--- src/hdl/unt_pkg.sv ---
// Package for the unique name table: operation and status codes, name sizes
// and the character helper. No dependencies.
`timescale 1ns / 1ps

package unt_pkg;

    localparam int NAME_BYTES = 30;
    localparam int NAME_W = 8 * NAME_BYTES;
    localparam int CAPACITY_DEFAULT = 64;
    localparam int NAME_CHARS_DEFAULT = 30;

    typedef enum logic [1:0] {
        OP_ADD    = 2'd0,
        OP_REMOVE = 2'd1,
        OP_SEARCH = 2'd2,
        OP_LIST   = 2'd3
    } op_t;

    typedef enum logic [2:0] {
        ST_OK        = 3'd0,
        ST_FULL      = 3'd1,
        ST_DUPLICATE = 3'd2,
        ST_EMPTY     = 3'd3,
        ST_BAD_INDEX = 3'd4,
        ST_NOT_FOUND = 3'd5
    } status_t;

    localparam logic [7:0] CHAR_SPACE = 8'h20;

    function automatic logic [7:0] to_upper(input logic [7:0] c);
        if (c >= 8'h61 && c <= 8'h7a)
            return c - 8'h20;
        return c;
    endfunction

endpackage

--- src/hdl/unt_prep.sv ---
// Name preparation for the unique name table: one byte per cycle, it builds the
// upper-cased name and the trimmed, space-collapsed name. Depends on unt_pkg.
`timescale 1ns / 1ps

module unt_prep #(
    parameter int NAME_CHARS = unt_pkg::NAME_CHARS_DEFAULT
) (
    input  logic                      clk,
    input  logic                      rst_n,
    input  logic                      start,
    input  logic [unt_pkg::NAME_W-1:0] name,
    output logic                      done,
    output logic [unt_pkg::NAME_W-1:0] raw_name,
    output logic [unt_pkg::NAME_W-1:0] tidy_name
);
    import unt_pkg::*;

    logic [7:0] src_reg  [NAME_BYTES];
    logic [7:0] raw_reg  [NAME_BYTES];
    logic [7:0] tidy_reg [NAME_BYTES];
    logic [4:0] k_reg;
    logic [4:0] len_reg;
    logic       ended_reg;
    logic       gap_reg;
    logic       busy_reg;
    logic       done_reg;

    logic [7:0] c;
    logic [7:0] u;
    logic       e;
    logic       put_gap;
    logic [4:0] lp;

    always_comb
    begin
        c = src_reg[k_reg];
        u = to_upper(c);
        e = ended_reg || (c == 8'h00) || (32'(k_reg) >= NAME_CHARS);
        put_gap = gap_reg && (len_reg < 5'(NAME_BYTES));
        lp = len_reg + (put_gap ? 5'd1 : 5'd0);
    end

    always_ff @(posedge clk or negedge rst_n)
    begin
        if (!rst_n)
        begin
            busy_reg <= 1'b0;
            done_reg <= 1'b0;
            k_reg <= '0;
            len_reg <= '0;
            ended_reg <= 1'b0;
            gap_reg <= 1'b0;
        end
        else
        begin
            done_reg <= 1'b0;
            if (start)
            begin
                busy_reg <= 1'b1;
                k_reg <= '0;
                len_reg <= '0;
                ended_reg <= 1'b0;
                gap_reg <= 1'b0;
            end
            else if (busy_reg)
            begin
                ended_reg <= e;
                if (!e)
                begin
                    if (u == CHAR_SPACE)
                    begin
                        if (len_reg != 5'd0)
                            gap_reg <= 1'b1;
                    end
                    else
                    begin
                        gap_reg <= 1'b0;
                        len_reg <= (lp < 5'(NAME_BYTES)) ? lp + 5'd1 : lp;
                    end
                end
                if (k_reg == 5'(NAME_BYTES - 1))
                begin
                    busy_reg <= 1'b0;
                    done_reg <= 1'b1;
                end
                else
                    k_reg <= k_reg + 5'd1;
            end
        end
    end

    always_ff @(posedge clk)
    begin
        if (start)
        begin
            for (int b = 0; b < NAME_BYTES; b++)
            begin
                src_reg[b] <= name[NAME_W-1-8*b -: 8];
                raw_reg[b] <= 8'h00;
                tidy_reg[b] <= 8'h00;
            end
        end
        else if (busy_reg && !e)
        begin
            raw_reg[k_reg] <= u;
            if (u != CHAR_SPACE)
            begin
                if (put_gap)
                    tidy_reg[len_reg] <= CHAR_SPACE;
                if (lp < 5'(NAME_BYTES))
                    tidy_reg[lp] <= u;
            end
        end
    end

    always_comb
    begin
        for (int b = 0; b < NAME_BYTES; b++)
        begin
            raw_name[NAME_W-1-8*b -: 8] = raw_reg[b];
            tidy_name[NAME_W-1-8*b -: 8] = tidy_reg[b];
        end
    end

    assign done = done_reg;

endmodule

--- config.mk ---
export PLATFORM = sky130hd
export DESIGN_NAME = unt_prep
export DESIGN_NICKNAME = d
export VERILOG_FILES = /design/src/hdl/unt_pkg.sv /design/src/hdl/unt_prep.sv
export SDC_FILE = /design/constraint.sdc
export NUM_CORES = 1
export LEC_CHECK = 0
export ABC_AREA = 1
export BUFFER_PORTS_ARGS = -buffer_cell sky130_fd_sc_hd__buf_4
export CORE_ASPECT_RATIO = 0.7
export CORE_MARGIN = 5
export CORE_UTILIZATION = 40
export CTS_CLUSTER_DIAMETER = 150
export DETAILED_ROUTE_END_ITERATION = 8
export GPL_ROUTABILITY_DRIVEN = 1
export MAX_ROUTING_LAYER = met4
export SYNTH_ARGS = -nofsm -noshare
export SYNTH_HDL_FRONTEND = slang
export SYNTH_SLANG_ARGS = --single-unit
--- constraint.sdc ---
create_clock -name clk -period 5.15 [get_ports clk]
set_input_delay 0.2575 -clock clk [delete_from_list [all_inputs] [get_ports clk]]
set_output_delay 0.2575 -clock clk [all_outputs]
set_load 0.05 [all_outputs]
## Yosys cells after proc, flatten, opt, wreduce, memory -nomap -nowiden

Memory sizes are Yosys's and may differ from the RTL's.
Index checks and enable logic that the tools add are counted.

| operators by class | value |
|---|---|
| add/subtract/negate cells | 4 |
| $lt $le $gt $ge | 5 |
| eq/ne operators | 7 |
| mux-type cells | 49 |
| reductions and logical operators | 15 |

Operators with widths:

| cell | number |
|---|---|
| $mux 5 | 11 |
| $mux 8 | 5 |
| $mux 1 | 33 |
| $reduce_or 8->1 | 3 |
| $add 5x1->5 const B | 2 |
| $lt 5x5->1 const B | 2 |
| $eq 8x6->1 const B | 1 |
| $ge 8x7->1 const B | 1 |
| $le 8x7->1 const B | 1 |
| $logic_not 8->1 | 1 |
| $ne 8x6->1 const B | 1 |
| $sub 8x6->8 const B | 1 |
| $ne 2x2->1 const B | 3 |
| $reduce_and 3->1 | 2 |
| $add 5x1->5 | 1 |
| $eq 5x5->1 const B | 1 |
| $ge 5x5->1 const B | 1 |
| $reduce_bool 5->1 | 1 |
| $logic_and 1x1->1 | 3 |
| $ne 3x2->1 const B | 1 |
| $logic_or 1x1->1 | 2 |
| $reduce_and 2->1 | 1 |
| $reduce_bool 2->1 | 1 |
| $logic_not 1->1 | 1 |

| word-level totals | value |
|---|---|
| register bits | 14 |
| bits in writable memories | 720 |
| bits of input ports | 243 |
| output and inout port bits | 481 |
| word-level logic and storage cells | 89 |
| memories | 3 |

Memory list:

| memory | depth | bits a word | rd ports | clocked after Yosys merged registers in | write ports | line | RTL |
|---|---|---|---|---|---|---|---|
| raw_reg | 30 | 8 | 30 | 0 | 30 | unt_prep.sv:19 | `logic [7:0] raw_reg [NAME_BYTES];` |
| src_reg | 30 | 8 | 1 | 0 | 30 | unt_prep.sv:18 | `logic [7:0] src_reg [NAME_BYTES];` |
| tidy_reg | 30 | 8 | 30 | 0 | 30 | unt_prep.sv:20 | `logic [7:0] tidy_reg [NAME_BYTES];` |

## Logic depth before layout (Yosys ltp)

Gate-level depths: netlist (run 1).

| logic depth | value |
|---|---|
| depth after elaboration | 12 |
| gate-level depth with buffers | 24 |
| depth with buffers taken out | 20 |

## Least setup slack after synthesis (run 1)

OpenSTA, ideal clock, no wires.

| timing path | value |
|---|---|
| path type | register -> register |
| from | reg len_reg[2] |
| to | mem tidy_reg[15][0], enable pin |
| library setup time | 0.337 ns |
| arrival time | 3.413 ns |
| data required time | 4.813 ns |
| path slack | 1.400 ns |
| cell stages (with the launch flop) | 19 |
| clock period less this slack | 3.750 ns |
| path through | dfrtp_1 > clkbuf_1 > inv_1 > o31a_1 > clkbuf_1 > ha_1 > ha_1 > nand2_1 > inv_1 > nand3_1 > o21ai_0 > inv_1 > nor2_1 > nand2_1 > nor2_1 > inv_2 > buf_1 > nand3_4 > nand3_1 |

RTL lines:

| item | line | RTL |
|---|---|---|
| start: declaration | unt_prep.sv:22 | `logic [4:0] len_reg;` |
| start signal: assignment | unt_prep.sv:78 | `len_reg <= (lp < 5'(NAME_BYTES)) ? lp + 5'd1 : lp;` |
| end: declaration | unt_prep.sv:20 |  |

==> summary.md, run 1 <==
| Metric | Value |
|---|---|
| Share of power burned in the clock network | 0.358 |
| Design internal power | roughly 11 mW |
| Worst setup path class | flop to flop |
| Count of max-cap constraint violations | 0 |
| # hold bufs at CTS | approximately 240 |
| Final Hold Viols | 0 |
| Delay of the slowest cell on the worst path | ~0.63 ns |
| Clock root cell | sky130_fd_sc_hd__clkbuf_16 |
| Average wire per standard cell | about 23 um |
| Sum of overflow across all layers after global routing | 0 |
| Total clock buffers created by CTS | 75 |
| Worst slew margin relative to its limit | 0.2407 |
| Achievable clock frequency | roughly 0.21 GHz |
| First-pass GRT wire length | between 100 and 150 mm |
| Kind of path behind the tightest hold check | input pin to async pin |
| Height of the die | around 240 um |
| Proportion of netlist area held by the largest area contributor | 0.7345 |
| Final period utilization | 0.9092 |
| Routability cong. | between 0.8 and 0.9 |
| Most common cell after layout, fill and taps aside | sky130_fd_sc_hd__buf_4 |
| Primary FF master, synth | sky130_fd_sc_hd__edfxtp_1 |
| Starting DRT DRC Count | approximately 2300 |
| CTS tree | yes |
| Switching power summed over all nets | between 4 and 5 mW |
| Final setup fails | 0 |
| Ratio of cells with drive above 1 in the final layout | 0.2686 |
| Number of buffers inserted by port buffering | approximately 720 |
| Data required time at the worst endpoint | about 5.4 ns |
| Leading post-synthesis cells by cell area | sky130_fd_sc_hd__edfxtp_1 73%, sky130_fd_sc_hd__nor2_1 8.3%, sky130_fd_sc_hd__nand2_1 6.1% |
| Number of cells produced by synthesis | ~2500 |
| Count of flip-flops with a built-in enable after synthesis | slightly above 700 |
| Starting density of the core | 0.4026 |
| Skew-Pair Late Insertion Delay | about 0.63 ns |
| Final count of pins violating max slew | 0 |
| Max VDD drop | 0.2972 mV |
| Part of the power in combinational logic | 0.172 |
| Pin count of the biggest net entering global routing | 126 |
| Actual slew at the worst max-slew pin | approximately 1.1 ns |
| Count of cell types in the netlist | 33 |
| Number of sinks handled by clock tree synthesis | 734 |
| Sequential fraction of the synthesis area | 0.7464 |
| Net count after synthesis | between 2000 and 3000 |
| Core Rows | 83 |
| Cells on worst reg2reg path | 18 |
| Pwr dens | between 300 and 400 nW/um^2 |
| Final Critical Period | roughly 4.7 ns |
| Number of fill cells | 5997 |
| Die X-Extent | roughly 330 um |
| Library cell occupying the most area in the post-synthesis netlist | sky130_fd_sc_hd__edfxtp_1 |
| Post-route setup TNS | 0 ns |
| Commonest cells after routing, fill and taps aside | 762 x sky130_fd_sc_hd__buf_4, 720 x sky130_fd_sc_hd__edfxtp_1, 645 x sky130_fd_sc_hd__nor2_1 |
| Count of nets after finishing | about 3700 |
| Post-Route WL | roughly 100 mm |
| Antenna-violating nets left | 0 |
| Share of synthesized registers carrying an async set or reset | 0.01907 |
| Sw Share | 0.2931 |
| Total number of vias | 22716 |
| Initial antenna violation count | 10 |
| Status | completed |
| Final HPWL from detailed placement | slightly above 70 mm |
| Detailed-routing iteration count for the pre-antenna-repair pass | 6 |
| DRC viols | 0 |
| Count of cells resized by post-cts repair | 0 |
| Post-synthesis to final-layout area growth | 38.81% |
| Mean area per synthesized cell | around 12 um^2 |
| Unrepaired setup endpoints after global routing | false |
| Worst-case hold slack | 0.09084 ns |
| Lkg Pwr | 17.70 nW |
| Fraction of power consumed by sequential logic | 0.470 |
| Maximum net fanout on the critical path | about 130 |
| Die footprint | about 79000 um^2 |
| H-Tree Level Count | 3 |
| Flop and latch count out of synthesis | 734 |
| Signal arrival time at the worst endpoint | around 5 ns |
| Vias in the first global route | about 23000 |
| Clock slew at the register clock pins of the worst setup and hold paths | 0.06 ns |
| I/O pin count | 724 |
| Floorplan Core Area | roughly 73000 um^2 |
| Startpoint type of the worst setup path | flop |
| Area of the mapped netlist | between 20000 and 30000 um^2 |
| Final setup skew | about 0.016 ns |
| Number of buffers inserted by post-CTS setup repair | 0 |
| Worst-path cell chain | buf_12, nand2_1, nand2_1, nand2_1, nand2_1, nand2_1, nand2_1, nor2_1, nand2_1, nor2_1, nand3_1, or2_1, nand2_1, nor2_4, inv_2, nor2_2, nand2_1, nand2_1 |
| Synthesis warning total | 0 |
| Mean number of vias per cell | 5.059 |
| Top cell by count, worst path | sky130_fd_sc_hd__nand2_1 |
| Cell at the slowest stage of the critical path | sky130_fd_sc_hd__nor2_2 |
| Endpoint type of the worst setup path | flop |
| All-layer global routing usage | 0.2628 |
| CTS max path bufs | 3 |
==> cells in the mapped netlist, types with 2 or more instances <==
master                     count
sky130_fd_sc_hd__xor2_1        2
sky130_fd_sc_hd__nand2_1     482
sky130_fd_sc_hd__o22ai_1       7
sky130_fd_sc_hd__clkinv_1      4
sky130_fd_sc_hd__clkbuf_1     63
sky130_fd_sc_hd__nor3_2        2
sky130_fd_sc_hd__nor3_1        9
sky130_fd_sc_hd__nor2_2        6
sky130_fd_sc_hd__inv_2         9
sky130_fd_sc_hd__buf_6         2
sky130_fd_sc_hd__o21ai_0      49
sky130_fd_sc_hd__nor2_4        2
sky130_fd_sc_hd__buf_4         8
sky130_fd_sc_hd__a21oi_1       6
sky130_fd_sc_hd__nand4_2      10
sky130_fd_sc_hd__nand3_1     121
sky130_fd_sc_hd__buf_2        44
sky130_fd_sc_hd__nand4_1      22
sky130_fd_sc_hd__nand3_4      17
sky130_fd_sc_hd__edfxtp_1    720
sky130_fd_sc_hd__nor2_1      648
sky130_fd_sc_hd__o21ai_1      14
sky130_fd_sc_hd__inv_1       197
sky130_fd_sc_hd__buf_1         2
sky130_fd_sc_hd__ha_1         11
sky130_fd_sc_hd__dfrtp_1      14
==> critical path, delay by kind of cell (launching register included) <==
| family | cells | cell delay (ns) |
|---|---|---|
| flops | 1 | 0.44 |
| simple gates | 16 | 3.26 |
| buf+inv | 2 | 0.52 |
==> final cells by class <==
class	instances	area, um^2	area share
antenna	10	25.02	0.0006125
clock buffer	87	1943	0.04756
clock inverter	46	437.9	0.01072
inverter	210	790.8	0.01935
multi-input combinational	1415	6173	0.1511
sequential	734	21980	0.5379
tap	977	1222	0.02992
timing repair buffer	1011	8288	0.2029
==> routing by layer <==
metal,vias to the layer above,global-route usage,wire length [um]
li1,10211,-,-
met2,1168,0.4293,50710
met4,0,0.1025,4455
met5,-,-,0
met1,11084,0.3284,40140
met3,253,0.04827,8161
==> per-stage QoR <==
step	worst slack (ns)	instances	utilization	power, mW	area [um^2]
6_report	0.4676	4490	0.5588	15.00	40860
5_1_grt	0.2181	4489	0.5588	15.48	40850
4_1_cts	0.5457	4480	0.5585	15.05	40830
3_5_place_dp	0.5576	4106	0.4929	9.576	36040
3_3_place_gp	0.5975	4106	0.4929	9.572	36040
2_1_floorplan	1.400	2478	-	8.493	29430
==> power by group through the flow <==
stage / logic [mW] / clock network [mW] / registers [mW]
final: 2.58 / 5.36 / 7.06
after global routing: 2.70 / 5.70 / 7.08
after CTS: 2.56 / 5.43 / 7.06
after detailed placement: 2.40 / 0 / 7.18
after global placement: 2.40 / 0 / 7.17
after floorplan: 0.735 / 0 / 7.76
==> worst paths after layout <==
kind                            slack, ns                      endpoint                  from
max in group asynchronous            4.83          k_reg[0]$_DFFE_PN0P_                 rst_n
worst max register to register       0.47  raw_reg[28][5]$_SDFFCE_PN0P_  k_reg[0]$_DFFE_PN0P_
min in group clk                     0.13      src_reg[24][0]$_DFFE_PP_                 start
worst max-delay path                 0.47  raw_reg[28][5]$_SDFFCE_PN0P_  k_reg[0]$_DFFE_PN0P_
worst min-delay path                 0.09           gap_reg$_DFFE_PN0P_                 rst_n
worst min register to register       0.53           gap_reg$_DFFE_PN0P_   gap_reg$_DFFE_PN0P_
==> kinds of logic after synthesis <==
family	share of synthesized area
compound gates	0.01403
buf+inv	0.04536
xor+xnor	0.0008928
fa+ha+maj	0.004676
flops	0.7464
simple gates	0.1886
No activity file was read; power rests on OpenSTA's default activity.
==> run 2: changes to the inputs <==
--- a/config.mk
+++ b/config.mk
@@ -14,6 +14,7 @@
 export DETAILED_ROUTE_END_ITERATION = 8
 export GPL_ROUTABILITY_DRIVEN = 1
 export MAX_ROUTING_LAYER = met4
+export RECOVER_POWER = 100
 export SYNTH_ARGS = -nofsm -noshare
 export SYNTH_HDL_FRONTEND = slang
 export SYNTH_SLANG_ARGS = --single-unit
==> run 2 against run 1 <==
- the flow now finishes with violations (capacitance limit, slew limit)
- utilization down 3.0 points
- setup slack worse by 0.016 ns
- sequential power about the same
- hold slack better by 0.047 ns
- global-route usage unchanged
- largest power group unchanged
- maximum frequency down 0.33%
- combinational power down 7%
- via count down 0.29%
- largest cell class unchanged
- register-to-register slack worse by 0.02 ns
==> summary.md, run 2 (synthesis gave the netlist of run 1 again) <==
| Metric | Value |
|---|---|
| CTS tree | yes |
| End of the worst register-to-register path | tidy_reg[25][0]$_SDFFCE_PN0P_ |
| Lkg Pwr | 15.48 nW |
| Maximum net fanout on the critical path | 27 |
| H-Tree Level Count | 3 |
| Sum of overflow across all layers after global routing | 0 |
| Data required time at the worst endpoint | 5.41 ns |
| Reg-to-reg critical path startpoint | k_reg[1]$_DFFE_PN0P_ |
| DRC viols | 0 |
| Count of nets after finishing | around 3700 |
| First-pass GRT wire length | between 100 and 150 mm |
| Fraction of power consumed by sequential logic | 0.477 |
| Final HPWL from detailed placement | just over 70 mm |
| Worst-path cell chain | inv_1, buf_4, nor2_1, o21ai_0, o21ai_0, nand2_1, nand2_1, nor2_1, nand2_1, nor2_1, nand3_1, o21ai_0, nor2_1, nor2_4, nand3_1, nand3_1 |
| Multi-input combinational cell area | roughly 6000 um^2 |
| Hold Path Depth | 1 |
| Die footprint | between 70000 and 80000 um^2 |
| Final count of pins violating max slew | approximately 200 |
| Gate family responsible for the most delay along the worst path | simple AND/OR/NAND/NOR gates |
| Actual slew at the worst max-slew pin | roughly 3.7 ns |
| Pwr dens | about 380 nW/um^2 |
| Final period utilization | 0.9122 |
| Worst setup path class | flop to flop |
| Clock slew at the register clock pins of the worst setup and hold paths | 0.06 ns |
| Die X-Extent | about 330 um |
| Design internal power | 10.42 mW |
| Launch point of the critical path | k_reg[1]$_DFFE_PN0P_ |
| Commonest cells after routing, fill and taps aside | 720 x sky130_fd_sc_hd__edfxtp_1, 645 x sky130_fd_sc_hd__nor2_1, 547 x sky130_fd_sc_hd__clkbuf_1 |
| Share of power burned in the clock network | 0.362 |
| Post-synthesis to final-layout area growth | 31.34% |
| Routability cong. | 0.8949 |
| Number of buffers inserted by port buffering | between 700 and 800 |
| Total clock buffers created by CTS | 75 |
| Pin count of the biggest net entering global routing | between 100 and 150 |
| Starting density of the core | 0.4026 |
| Top cell by count, worst path | sky130_fd_sc_hd__nor2_1 |
| Initial antenna violation count | 10 |
| Average wire per standard cell | 23.09 um |
| Kind of path behind the tightest hold check | input pin to flop |
| End point of the most critical hold path | src_reg[19][0]$_DFFE_PP_ |
| Height of the die | around 240 um |
| Antenna-violating nets left | 0 |
| GRT met3 Usage | 0.04827 |
| Startpoint type of the worst setup path | flop |
| CTS max path bufs | 3 |
| Switching power summed over all nets | between 4 and 5 mW |
| Part of the power in combinational logic | 0.162 |
| Final setup fails | 0 |
| All-layer global routing usage | 0.2628 |
| Number of sinks handled by clock tree synthesis | between 700 and 800 |
| Buffers plus inverters on the worst setup path | 2 |
| Detailed-routing iteration count for the pre-antenna-repair pass | 5 |
| Worst-case hold slack | between 0.1 and 0.15 ns |
| Sw Share | 0.2958 |
| Cell at the slowest stage of the critical path | sky130_fd_sc_hd__nand3_1 |
| Total number of vias | 22650 |
| Max VDD drop | about 0.30 mV |
| Skew-Pair Late Insertion Delay | ~0.63 ns |
| Endpoint type of the worst setup path | flop |
| Critical hold path startpoint | start |
| Delay of the slowest cell on the worst path | between 0.6 and 0.7 ns |
| Cells on worst reg2reg path | 16 |
| Post-route setup TNS | 0 ns |
| Final Critical Period | about 4.7 ns |
| Cell count along the critical path | 16 |
| Status | complete, but fails checks |
| Layer carrying the most global-route usage | met2 |
| Core Rows | slightly above 80 |
| Starting DRT DRC Count | ~2200 |
| Floorplan Core Area | between 70000 and 80000 um^2 |
| Final setup skew | 0.01609 ns |
| Post-Route WL | approximately 100 mm |
| I/O pin count | around 720 |
| Final Hold Viols | 0 |
| Worst slew margin relative to its limit | -1.482 |
| Count of max-cap constraint violations | 3 |
| Global-route met2 utilization | 0.4293 |
| Ratio of cells with drive above 1 in the final layout | 0.1102 |
| Mean number of vias per cell | ~5.0 |
| Signal arrival time at the worst endpoint | 4.96 ns |
| Area used by sequential logic in the layout | 21980 um^2 |
| Most common cell after layout, fill and taps aside | sky130_fd_sc_hd__edfxtp_1 |
| Met1 Usage GRT | 0.3284 |
| Number of buffers inserted by post-CTS setup repair | 0 |
| Clock root cell | sky130_fd_sc_hd__clkbuf_16 |
| Unrepaired setup endpoints after global routing | false |
| Register-to-Register Setup Slack | between 0.4 and 0.5 ns |
| Violations in the final reports | capacitance limit, slew limit |
| Number of fill cells | 6575 |
| Achievable clock frequency | roughly 0.21 GHz |
| Vias in the first global route | between 20000 and 25000 |
## run 2: metal layers
metal / share of wire / vias up
met5: 0 / -
met4: 0.042 / 0
li1: - / 10213
met1: 0.39 / 11011
met3: 0.077 / 256
met2: 0.49 / 1170
## run 2: through the flow
stage	setup slack (ns)	std cells	power [mW]	util	instance area, um^2
after floorplan	1.400	2478	8.493	-	29430
after global placement	0.5975	4106	9.572	0.4929	36040
after detailed placement	0.5576	4106	9.576	0.4929	36040
after CTS	0.5457	4480	15.05	0.5585	40830
after global routing	0.1198	4489	15.29	0.5288	38660
final	0.4521	4490	14.80	0.5288	38660
## run 2: power groups by stage
stage / logic, mW / clock network, mW / registers [mW]
3_5_place_dp: 2.40 / 0 / 7.18
5_1_grt: 2.52 / 5.70 / 7.08
6_report: 2.39 / 5.36 / 7.05
3_3_place_gp: 2.40 / 0 / 7.17
2_1_floorplan: 0.735 / 0 / 7.76
4_1_cts: 2.56 / 5.43 / 7.06
## run 2: area by class of cell
cell class                      instances  share of cell area
Sequential cell                       734              0.5685
Timing Repair Buffer                 1011              0.1621
Multi-Input combinational cell       1415              0.1552
Clock buffer                           87             0.05026
Tap cell                              977             0.03162
Inverter                              210             0.02045
Clock inverter                         46             0.01133
Antenna cell                           10           0.0006473
## run 2: repair_timing
item                                   4_1_cts  5_1_grt
endpoints found under the hold margin      254        0
resized for setup                            0        0
hold buffers                               241        0
## run 2: worst max-delay path by stage
stage                                     to  slack (ns)
6_report       tidy_reg[25][0]$_SDFFCE_PN0P_        0.45
5_1_grt         raw_reg[28][5]$_SDFFCE_PN0P_        0.12
4_1_cts         raw_reg[28][6]$_SDFFCE_PN0P_        0.55
3_5_place_dp    raw_reg[28][2]$_SDFFCE_PN0P_        0.56
3_3_place_gp    raw_reg[28][3]$_SDFFCE_PN0P_        0.60
2_1_floorplan  tidy_reg[15][0]$_SDFFCE_PN0P_        1.40
